===== config.mk =====
export PLATFORM = sky130hd
export DESIGN_NAME = multilevel_priority_queue_top_flat
export DESIGN_NICKNAME = d
export VERILOG_FILES = /design/src/rtl/mlpq_pkg.sv /design/src/rtl/mlpq_if.sv /design/src/rtl/mlpq_front.sv /design/src/rtl/mlpq_cmd_queue.sv /design/src/rtl/mlpq_back.sv /design/src/rtl/multilevel_priority_queue_top.sv /design/src/flat_wrapper.sv
export SDC_FILE = /design/constraint.sdc
export NUM_CORES = 2
export LEC_CHECK = 0
export ABC_AREA = 1
export BUFFER_PORTS_ARGS = -buffer_cell sky130_fd_sc_hd__buf_2
export CORE_UTILIZATION = 40
export DETAILED_ROUTE_END_ITERATION = 7
export SYNTH_ARGS = -nofsm -noshare
export SYNTH_HDL_FRONTEND = slang
export SYNTH_SLANG_ARGS = --single-unit

===== constraint.sdc =====
create_clock -name clk -period 4.7 [get_ports clk]
set_input_delay 0.235 -clock clk [delete_from_list [all_inputs] [get_ports clk]]
set_output_delay 0.235 -clock clk [all_outputs]
set_load 0.01 [all_outputs]

===== src/rtl/mlpq_pkg.sv =====
// shared types, codes and defaults for the multilevel priority queue
// no dependencies; compiled first
`default_nettype none

package mlpq_pkg;

	localparam int LEVELS_DEF      = 8;
	localparam int LEVEL_DEPTH_DEF = 8;

	localparam int LEVEL_W = 3;
	localparam int WORD_W  = 32;

	// command queue between front and back
	localparam int CMDQ_DEPTH = 2;
	localparam int CMDQ_AW    = $clog2(CMDQ_DEPTH);
	localparam int CMDQ_CW    = $clog2(CMDQ_DEPTH + 1);

	localparam logic ACT_ENQ = 1'b0;
	localparam logic ACT_DEQ = 1'b1;

	typedef enum logic [1:0] {
		ST_ENQ   = 2'd0,
		ST_FULL  = 2'd1,
		ST_DEQ   = 2'd2,
		ST_EMPTY = 2'd3
	} status_t;

	typedef enum logic [1:0] {
		BK_IDLE,
		BK_PTR,
		BK_DATA
	} back_state_t;

	// classified command
	typedef struct packed {
		logic                is_deq;
		logic                lvl_ok;
		logic [LEVEL_W-1:0]  level;
		logic [WORD_W-1:0]   value;
	} cmd_t;

endpackage

`default_nettype wire


===== src/rtl/mlpq_if.sv =====
// request and response channel interfaces
// depends on mlpq_pkg for field widths
`default_nettype none

interface mlpq_req_if;
	import mlpq_pkg::*;
	logic                       valid;
	logic                       ready;
	logic                       action;
	logic [LEVEL_W-1:0]         level;
	logic signed [WORD_W-1:0]   value;

	modport source (output valid, action, level, value, input ready);
	modport sink   (input valid, action, level, value, output ready);
endinterface

interface mlpq_rsp_if;
	import mlpq_pkg::*;
	logic                       valid;
	logic                       ready;
	logic [1:0]                 status;
	logic signed [WORD_W-1:0]   data_out;
	logic [LEVEL_W-1:0]         served_level;

	modport source (output valid, status, data_out, served_level, input ready);
	modport sink   (input valid, status, data_out, served_level, output ready);
endinterface

`default_nettype wire


===== src/rtl/mlpq_front.sv =====
// front stage: takes request transfers and classifies them into commands
// depends on mlpq_pkg and mlpq_req_if
`default_nettype none

module mlpq_front #(
	parameter int LEVELS = mlpq_pkg::LEVELS_DEF
) (
	input  wire logic         clk,
	input  wire logic         arst_n,
	mlpq_req_if.sink          req,
	output mlpq_pkg::cmd_t    cmd,
	output logic              cmd_valid,
	input  wire logic         cmd_ready
);
	import mlpq_pkg::*;

	logic vld_s1;
	cmd_t cmd_s1;
	cmd_t cls;

	assign req.ready = !vld_s1 || cmd_ready;

	always_comb begin
		cls.is_deq = (req.action == ACT_DEQ);
		cls.lvl_ok = (int'(req.level) < LEVELS);
		cls.level  = req.level;
		cls.value  = req.value;
	end

	always_ff @(posedge clk or negedge arst_n) begin
		if (!arst_n) begin
			vld_s1 <= 1'b0;
		end else if (req.ready) begin
			vld_s1 <= req.valid;
		end
	end

	always_ff @(posedge clk) begin
		if (req.valid && req.ready) begin
			cmd_s1 <= cls;
		end
	end

	assign cmd       = cmd_s1;
	assign cmd_valid = vld_s1;

endmodule

`default_nettype wire


===== src/rtl/mlpq_cmd_queue.sv =====
// short command queue that decouples front and back
// depends on mlpq_pkg
`default_nettype none

module mlpq_cmd_queue (
	input  wire logic              clk,
	input  wire logic              arst_n,
	input  wire mlpq_pkg::cmd_t    push_cmd,
	input  wire logic              push_valid,
	output logic                   push_ready,
	output mlpq_pkg::cmd_t         pop_cmd,
	output logic                   pop_valid,
	input  wire logic              pop_ready
);
	import mlpq_pkg::*;

	cmd_t               mem_q [CMDQ_DEPTH];
	logic [CMDQ_AW-1:0] wr_ptr_q;
	logic [CMDQ_AW-1:0] rd_ptr_q;
	logic [CMDQ_CW-1:0] count_q;
	logic               do_push;
	logic               do_pop;

	assign push_ready = (count_q != CMDQ_CW'(CMDQ_DEPTH));
	assign pop_valid  = (count_q != '0);
	assign do_push    = push_valid && push_ready;
	assign do_pop     = pop_valid && pop_ready;
	assign pop_cmd    = mem_q[rd_ptr_q];

	function automatic logic [CMDQ_AW-1:0] wrap_inc(input logic [CMDQ_AW-1:0] p);
		if (p == CMDQ_AW'(CMDQ_DEPTH - 1)) begin
			return '0;
		end
		return p + 1'b1;
	endfunction

	always_ff @(posedge clk or negedge arst_n) begin
		if (!arst_n) begin
			wr_ptr_q <= '0;
			rd_ptr_q <= '0;
			count_q  <= '0;
		end else begin
			if (do_push) begin
				wr_ptr_q <= wrap_inc(wr_ptr_q);
			end
			if (do_pop) begin
				rd_ptr_q <= wrap_inc(rd_ptr_q);
			end
			if (do_push && !do_pop) begin
				count_q <= count_q + 1'b1;
			end else if (do_pop && !do_push) begin
				count_q <= count_q - 1'b1;
			end
		end
	end

	always_ff @(posedge clk) begin
		if (do_push) begin
			mem_q[wr_ptr_q] <= push_cmd;
		end
	end

endmodule

`default_nettype wire


===== src/rtl/mlpq_back.sv =====
// back end: per-level pointer update, slot memory access and result register
// depends on mlpq_pkg and mlpq_rsp_if
`default_nettype none

module mlpq_back #(
	parameter int LEVELS      = mlpq_pkg::LEVELS_DEF,
	parameter int LEVEL_DEPTH = mlpq_pkg::LEVEL_DEPTH_DEF
) (
	input  wire logic             clk,
	input  wire logic             arst_n,
	input  wire mlpq_pkg::cmd_t   cmd,
	input  wire logic             cmd_valid,
	output logic                  cmd_ready,
	mlpq_rsp_if.source            rsp
);
	import mlpq_pkg::*;

	localparam int LVL_W  = (LEVELS > 1) ? $clog2(LEVELS) : 1;
	localparam int DEP_W  = (LEVEL_DEPTH > 1) ? $clog2(LEVEL_DEPTH) : 1;
	localparam int CNT_W  = $clog2(LEVEL_DEPTH + 1);
	localparam int SLOTS  = LEVELS * LEVEL_DEPTH;
	localparam int ADDR_W = $clog2(SLOTS);

	back_state_t state_q, state_d;

	cmd_t               cmd_q;
	logic [LVL_W-1:0]   lvl_q;
	logic               hit_q;
	logic [LEVELS-1:0]  nonempty_q;

	// pointer memories, meaningful only where nonempty_q is set
	logic [CNT_W-1:0]   wc_mem [LEVELS];
	logic [DEP_W-1:0]   rp_mem [LEVELS];
	logic [CNT_W-1:0]   wc_rd_q;
	logic [DEP_W-1:0]   rp_rd_q;

	logic [WORD_W-1:0]  slot_mem [SLOTS];
	logic [WORD_W-1:0]  slot_rd_q;

	logic               out_valid_q;
	status_t            out_status_q;
	logic [WORD_W-1:0]  out_data_q;
	logic [LEVEL_W-1:0] out_level_q;

	logic               out_free;
	logic               found;
	logic [LVL_W-1:0]   enc_lvl;
	logic [LVL_W-1:0]   lvl_sel;
	logic [CNT_W-1:0]   wc_eff;
	logic [DEP_W-1:0]   rp_eff;
	logic [CNT_W-1:0]   rp_inc;
	logic               enq_ok;

	logic               ptr_re;
	logic               ptr_we;
	logic [CNT_W-1:0]   wc_wdata;
	logic [DEP_W-1:0]   rp_wdata;
	logic               slot_we;
	logic               slot_re;
	logic [DEP_W-1:0]   slot_idx;
	logic [ADDR_W-1:0]  slot_addr;
	logic               ne_set;
	logic               ne_clr;
	logic               res_load;
	status_t            res_status;
	logic [WORD_W-1:0]  res_data;
	logic [LEVEL_W-1:0] res_level;

	assign out_free = !out_valid_q || rsp.ready;

	// highest non-empty level, last match wins
	always_comb begin
		found   = 1'b0;
		enc_lvl = '0;
		for (int i = 0; i < LEVELS; i++) begin
			if (nonempty_q[i]) begin
				found   = 1'b1;
				enc_lvl = LVL_W'(i);
			end
		end
	end

	assign lvl_sel   = cmd.is_deq ? enc_lvl : LVL_W'(cmd.level);
	assign wc_eff    = nonempty_q[lvl_q] ? wc_rd_q : '0;
	assign rp_eff    = nonempty_q[lvl_q] ? rp_rd_q : '0;
	assign rp_inc    = CNT_W'(rp_eff) + 1'b1;
	assign enq_ok    = cmd_q.lvl_ok && (wc_eff != CNT_W'(LEVEL_DEPTH));
	assign slot_addr = ADDR_W'(lvl_q) * ADDR_W'(LEVEL_DEPTH) + ADDR_W'(slot_idx);

	always_comb begin
		state_d    = state_q;
		cmd_ready  = 1'b0;
		ptr_re     = 1'b0;
		ptr_we     = 1'b0;
		wc_wdata   = '0;
		rp_wdata   = '0;
		slot_we    = 1'b0;
		slot_re    = 1'b0;
		slot_idx   = wc_eff[DEP_W-1:0];
		ne_set     = 1'b0;
		ne_clr     = 1'b0;
		res_load   = 1'b0;
		res_status = ST_ENQ;
		res_data   = '0;
		res_level  = '0;
		case (state_q)
			BK_IDLE: begin
				cmd_ready = out_free;
				if (cmd_valid && out_free) begin
					ptr_re  = 1'b1;
					state_d = BK_PTR;
				end
			end
			BK_PTR: begin
				if (!cmd_q.is_deq) begin
					res_load = 1'b1;
					state_d  = BK_IDLE;
					if (enq_ok) begin
						slot_we    = 1'b1;
						ptr_we     = 1'b1;
						wc_wdata   = wc_eff + 1'b1;
						rp_wdata   = rp_eff;
						ne_set     = 1'b1;
						res_status = ST_ENQ;
					end else begin
						res_status = ST_FULL;
					end
				end else if (!hit_q) begin
					res_load   = 1'b1;
					res_status = ST_EMPTY;
					state_d    = BK_IDLE;
				end else begin
					slot_re  = 1'b1;
					slot_idx = rp_eff;
					ptr_we   = 1'b1;
					if (rp_inc == wc_eff) begin
						// level drained: pointers back to zero
						ne_clr = 1'b1;
					end else begin
						wc_wdata = wc_eff;
						rp_wdata = rp_inc[DEP_W-1:0];
					end
					state_d = BK_DATA;
				end
			end
			BK_DATA: begin
				res_load   = 1'b1;
				res_status = ST_DEQ;
				res_data   = slot_rd_q;
				res_level  = LEVEL_W'(lvl_q);
				state_d    = BK_IDLE;
			end
			default: begin
				state_d = BK_IDLE;
			end
		endcase
	end

	always_ff @(posedge clk or negedge arst_n) begin
		if (!arst_n) begin
			state_q     <= BK_IDLE;
			nonempty_q  <= '0;
			out_valid_q <= 1'b0;
		end else begin
			state_q <= state_d;
			if (ne_set) begin
				nonempty_q[lvl_q] <= 1'b1;
			end else if (ne_clr) begin
				nonempty_q[lvl_q] <= 1'b0;
			end
			if (res_load) begin
				out_valid_q <= 1'b1;
			end else if (rsp.ready) begin
				out_valid_q <= 1'b0;
			end
		end
	end

	always_ff @(posedge clk) begin
		if (cmd_valid && cmd_ready) begin
			cmd_q <= cmd;
			lvl_q <= lvl_sel;
			hit_q <= found;
		end
		if (res_load) begin
			out_status_q <= res_status;
			out_data_q   <= res_data;
			out_level_q  <= res_level;
		end
	end

	always_ff @(posedge clk) begin
		if (ptr_we) begin
			wc_mem[lvl_q] <= wc_wdata;
			rp_mem[lvl_q] <= rp_wdata;
		end
		if (ptr_re) begin
			wc_rd_q <= wc_mem[lvl_sel];
			rp_rd_q <= rp_mem[lvl_sel];
		end
	end

	always_ff @(posedge clk) begin
		if (slot_we) begin
			slot_mem[slot_addr] <= cmd_q.value;
		end
		if (slot_re) begin
			slot_rd_q <= slot_mem[slot_addr];
		end
	end

	assign rsp.valid        = out_valid_q;
	assign rsp.status       = out_status_q;
	assign rsp.data_out     = out_data_q;
	assign rsp.served_level = out_level_q;

	a_no_overwrite: assert property (@(posedge clk) disable iff (!arst_n)
		res_load |-> out_free)
		else $error("result loaded while previous result still pending");

	a_data_after_ptr: assert property (@(posedge clk) disable iff (!arst_n)
		(state_q == BK_DATA) |-> ($past(state_q) == BK_PTR))
		else $error("slot data stage entered without pointer stage");

	a_enq_two_cycles: assert property (@(posedge clk) disable iff (!arst_n)
		(state_q == BK_PTR && !cmd_q.is_deq) |=> (state_q == BK_IDLE))
		else $error("enqueue did not finish in pointer stage");

	a_served_nonempty: assert property (@(posedge clk) disable iff (!arst_n)
		(state_q == BK_PTR && cmd_q.is_deq && hit_q) |-> nonempty_q[lvl_q])
		else $error("dequeue selected an empty level");

endmodule

`default_nettype wire


===== src/rtl/multilevel_priority_queue_top.sv =====
// multilevel priority queue: enqueue passes back-end states idle and pointer; dequeue
// passes idle, pointer and data; responses come from the back-end result register
// the back end takes a new command only in idle with its result register free, after
// the pointer read-modify-write and the registered slot memory read are through
// reset: control cleared and every level empty at once, no clearing pass
`default_nettype none

module multilevel_priority_queue_top #(
	parameter int LEVELS      = mlpq_pkg::LEVELS_DEF,
	parameter int LEVEL_DEPTH = mlpq_pkg::LEVEL_DEPTH_DEF
) (
	input  wire logic     clk,
	input  wire logic     arst_n,
	mlpq_req_if.sink      req,
	mlpq_rsp_if.source    rsp
);
	import mlpq_pkg::*;

	// front register stage to command queue
	cmd_t front_cmd;
	logic front_valid;
	logic front_ready;

	// command queue to back end
	cmd_t back_cmd;
	logic back_valid;
	logic back_ready;

	// front: takes request transfers, flags out-of-range levels
	mlpq_front #(
		.LEVELS (LEVELS)
	) u_front (
		.clk       (clk),
		.arst_n    (arst_n),
		.req       (req),
		.cmd       (front_cmd),
		.cmd_valid (front_valid),
		.cmd_ready (front_ready)
	);

	// two-entry queue so request side keeps flowing while the back end works
	mlpq_cmd_queue u_cmd_queue (
		.clk        (clk),
		.arst_n     (arst_n),
		.push_cmd   (front_cmd),
		.push_valid (front_valid),
		.push_ready (front_ready),
		.pop_cmd    (back_cmd),
		.pop_valid  (back_valid),
		.pop_ready  (back_ready)
	);

	// back end: pointer update, slot memory, response register
	mlpq_back #(
		.LEVELS      (LEVELS),
		.LEVEL_DEPTH (LEVEL_DEPTH)
	) u_back (
		.clk       (clk),
		.arst_n    (arst_n),
		.cmd       (back_cmd),
		.cmd_valid (back_valid),
		.cmd_ready (back_ready),
		.rsp       (rsp)
	);

endmodule

`default_nettype wire

===== src/flat_wrapper.sv =====
// flat-port wrapper written by rule: the top's interface ports become plain ports
module multilevel_priority_queue_top_flat import mlpq_pkg::*;
#(
	parameter int LEVELS      = mlpq_pkg::LEVELS_DEF,
	parameter int LEVEL_DEPTH = mlpq_pkg::LEVEL_DEPTH_DEF
)
  (clk, arst_n, req_valid, req_action, req_level, req_value, req_ready, rsp_valid, rsp_status, rsp_data_out, rsp_served_level, rsp_ready);
  mlpq_req_if req_i ();
  mlpq_rsp_if rsp_i ();
  input  wire logic clk;
  input  wire logic arst_n;
  input wire logic [$bits(req_i.valid)-1:0] req_valid;
  input wire logic [$bits(req_i.action)-1:0] req_action;
  input wire logic [$bits(req_i.level)-1:0] req_level;
  input wire logic [$bits(req_i.value)-1:0] req_value;
  output wire logic [$bits(req_i.ready)-1:0] req_ready;
  output wire logic [$bits(rsp_i.valid)-1:0] rsp_valid;
  output wire logic [$bits(rsp_i.status)-1:0] rsp_status;
  output wire logic [$bits(rsp_i.data_out)-1:0] rsp_data_out;
  output wire logic [$bits(rsp_i.served_level)-1:0] rsp_served_level;
  input wire logic [$bits(rsp_i.ready)-1:0] rsp_ready;
  assign req_i.valid = req_valid;
  assign req_i.action = req_action;
  assign req_i.level = req_level;
  assign req_i.value = req_value;
  assign req_ready = req_i.ready;
  assign rsp_valid = rsp_i.valid;
  assign rsp_status = rsp_i.status;
  assign rsp_data_out = rsp_i.data_out;
  assign rsp_served_level = rsp_i.served_level;
  assign rsp_i.ready = rsp_ready;
  multilevel_priority_queue_top #(.LEVELS(LEVELS), .LEVEL_DEPTH(LEVEL_DEPTH)) u_core (.clk(clk), .arst_n(arst_n), .req(req_i), .rsp(rsp_i));
endmodule

==> metrics.md <==
| Metric | Value |
|---|---|
| Outcome | `finished with violations` |
| Failing checks | `slew limit` |
| Psw | `0.03406 W` |
| CTS H-tree depth | `4` |
| CP arrival | `between 4 and 5 ns` |
| Vias | `roughly 63000` |
| Cell count after synthesis | `~8800` |
| RSZ-0062 raised after global routing | `no` |
| P_int | `0.04611 W` |
| Multi-input gate area | `0.02182 sq mm` |
| Starting density of the core | `0.4025` |
| Cts repair resizes | `0` |
| Worst Min Path Start | `req_value[22]` |
| Top cells by count, synth | `edfxtp_1, nand2_1, inv_1, nand3_1, nand3b_1` |
| Top cell type's share of synthesized area | `0.7047` |
| Peak supply drop | `about 0.0012 V` |
| Register area share after synthesis | `0.7087` |
| Seq pwr share | `0.353` |
| Synth area leaders | `edfxtp_1, nand2_1, inv_1, nand3_1, nand3b_1` |
| Die width | `~500 microns` |
| Final Hold Vio Count | `0` |
| Fin crit share | `0.8788` |
| TritonCTS Sinks | `2341` |
| First-pass GRT wire length | `391700 microns` |
| P&R area growth vs syn | `13.85%` |
| DIE AREA | `around 0.25 sq mm` |
| Layout Nets | `9000` |
| Vias in the first global route | `59990` |
| Max cap viols | `0` |
| Syn avg cell area | `11.23 sq um` |
| Ys Warns | `0` |
| # placed instances | `11990` |
| Worst Setup SP | `u_core.u_back.state_q[1]$_DFFE_PN0P_` |
| Iter 0 DRT Violations | `6587` |
| # IOs | `79` |
| Maximum clock insertion buffer count | `3` |
| Drt wl/cell | `21.38 microns` |
| Share of flip-flops with an asynchronous set or reset | `0.006835` |
| Slew margin rel. | `-0.06366` |
| Worst r2r src | `u_core.u_back.state_q[1]$_DFFE_PN0P_` |
| All-Layer GR Usage | `0.2111` |
| Fillcell total | `~22000` |
| Switching share of total power | `0.4248` |
| Clock transition at path regs | `0.06 ns` |
| CP endpoint kind | `register` |
| Critical Path Fanout Max | `51` |
| Drt pass-1 iters | `6` |
| Gpl congestion | `0.8572` |
| Clock Skews | `0.03615 ns` |
| CTS Buf Count | `231` |
| Total power | `around 0.080 W` |
| CP startpoint kind | `register` |
| Ys flop type | `edfxtp_1` |
| Port bufs | `78` |
| Post-route insts no fill | `~12000` |
| Endpoints failing setup | `0` |
| Crit-path cells | `inv_1, ha_1, inv_2, nor2_4, inv_2, nand3_1, nand2_1, nor2_4, buf_4, buf_4, nand3_1, nand2_1, o21ai_1, nand2_1, nor2_1, nand2_1` |
| Fmax | `approximately 240 MHz` |
| Top-count cell post-synth | `edfxtp_1` |
| Die Y | `499.7 microns` |
| Synthesized area | `about 0.099 sq mm` |
| Hold WC Path Type | `in2reg` |
| Drt via density | `5.038` |
| Slew Limit Fails | `61` |
| Initial antenna violation count | `11` |
| Core Box Area | `around 0.25 sq mm` |
| EDFF count, synth | `2325` |
| Largest net degree at the start of global routing | `approximately 220` |
| Power density cells | `710.8 mW/mm^2` |
| Antenna viol nets, final | `0` |
| Post-synth top area cell | `edfxtp_1` |
| Least-Margin Pin Slew | `1.595 ns` |
| Data required, critical path | `between 5 and 6 ns` |
| FP Rows | `182` |
| CTS tree | `built` |
| CP max stage cell | `buf_4` |
| CP Class | `reg2reg` |
| Routed Wire Length | `~270000 microns` |
| Leakage power | `45.33 nW` |
| Remaining DRCs | `0` |
| Clk_lat worst skew | `0.88 ns` |
| Synth Register Bits | `2341` |
| Yosys cell types | `36` |
| Final setup TNS | `0 ns` |
| Root buf cell | `clkbuf_16` |
| Tmin final | `4.130 ns` |
| FF/Latch Area | `0.07022 sq mm` |
| Share of cells above drive strength 1 | `0.08458` |
| Slowest stage delay, CP | `0.70 ns` |
| Gate power share | `0.424` |
| Remaining Overflow, GRT | `0` |
| HPWL Detailed | `145700 microns` |
| Post-Syn Nets | `8868` |
| Clock Power Share | `0.223` |
| Most used cell, CP | `nand2_1` |
-- area by class of cell --
class	instances	area share
flip-flops and latches	2341	0.6225
clock inverters	131	0.01005
well taps	3312	0.03674
diodes	3	0.00006655
clock buffers	300	0.05400
inverters	1490	0.04982
repair buffers	344	0.03337
multi-input cells	4545	0.1935
-- power groups by stage --
stage / registers, W / logic, W / clock network, W
final: 0.0283 / 0.0340 / 0.0179
after global routing: 0.0284 / 0.0371 / 0.0190
after CTS: 0.0283 / 0.0338 / 0.0181
after detailed placement: 0.0287 / 0.0337 / 0
after global placement: 0.0287 / 0.0333 / 0
after floorplan: 0.0298 / 0.0194 / 0
-- critical path: cells and delay by family, from the launching register on --
| family | cells | cell delay, ns |
|---|---|---|
| buffers and inverters | 5 | 1.72 |
| and+or+nand+nor | 9 | 1.41 |
| DFF | 1 | 0.39 |
| adders and majority gates | 1 | 0.31 |
| AOI/OAI and AO/OA | 1 | 0.07 |
-- cell usage in the layout, fill, tap and decap left out, drive strengths merged, types with 40 or more instances in the layout --
| cell | instances |
|---|---|
| or2 | 130 |
| nor2 | 204 |
| clkinv | 106 |
| inv | 1498 |
| dlygate4sd3 | 40 |
| clkbuf | 300 |
| nand3b | 512 |
| nand3 | 1045 |
| nand2 | 2310 |
| o21ai | 287 |
| edfxtp | 2325 |
| buf | 304 |
-- registers in the layout (all words and copies together) (netlist names), 2 cells and up, named ones only --
signal,flops
u_core.u_back.state_q,2
u_core.u_front.cmd,36
u_core.u_back.rp_mem,24
u_core.u_back.slot_rd_q,32
u_core.u_back.lvl_q,3
u_core.u_back.wc_rd_q,4
u_core.u_back.slot_mem,2048
u_core.u_back.rsp.status,2
u_core.u_back.wc_mem,32
u_core.u_cmd_queue.count_q,2
u_core.u_back.rp_rd_q,3
u_core.u_back.rsp.data_out,32
u_core.u_back.rsp.served_level,3
u_core.u_back.cmd_q,33
u_core.u_cmd_queue.mem_q,72
-- kinds of logic (layout without fill, tap and decap cells) --
kind of cell	Yosys count	after routing	share of synthesized area
fa+ha+maj	7	7	0.0008840
flops	2341	2341	0.7087
compound gates	314	314	0.01649
other cells	0	3	0
xor+xnor	7	7	0.0006188
simple gates	4217	4217	0.1963
buf+inv	1935	2265	0.07700
-- stage by stage --
| stage | utilization | hold WS [ns] | cell area, sq um | setup slack, ns |
|---|---|---|---|---|
| final | 0.4582 | 0.05833 | 112800 | 0.5697 |
| after global routing | 0.4582 | 0.02605 | 112800 | 0.3206 |
| after global placement | 0.4272 | 0.2265 | 105200 | 0.7184 |
| after detailed placement | 0.4272 | 0.2265 | 105200 | 0.6015 |
| after floorplan | - | -0.06059 | 99080 | 0.3013 |
| after CTS | 0.4582 | 0.0003700 | 112800 | 0.5931 |
-- path summary, 6_finish.rpt --
kind	endpoint	slack, ns	depth (start not counted)
worst min-delay path	u_core.u_front.cmd[22]$_DFFE_PP_	0.06	2
worst max-delay path	u_core.u_back.slot_rd_q[21]$_DFFE_PP_	0.57	16
min in group asynchronous	async pin	0.62	3
worst min register to register	u_core.u_cmd_queue.mem_q[1][16]$_DFFE_PP_	0.44	0
max in group asynchronous	async pin	3.48	3
worst max register to register	u_core.u_back.slot_rd_q[21]$_DFFE_PP_	0.57	16
-- metal layers --
metal | vias up | wire length, microns | track usage
li1 | 29420 | - | -
met1 | 30770 | 115400 | 0.2917
met2 | 2200 | 122500 | 0.3356
met3 | 415 | 20260 | 0.03908
met4 | 4 | 8359 | 0.06916
met5 | - | 32 | 0
-- repair_timing --
item	in CTS	in global routing
buffers inserted	0	0
hold buffers	40	0
endpoints found under the hold margin	56	0
No activity file was read; power rests on OpenSTA's default activity.
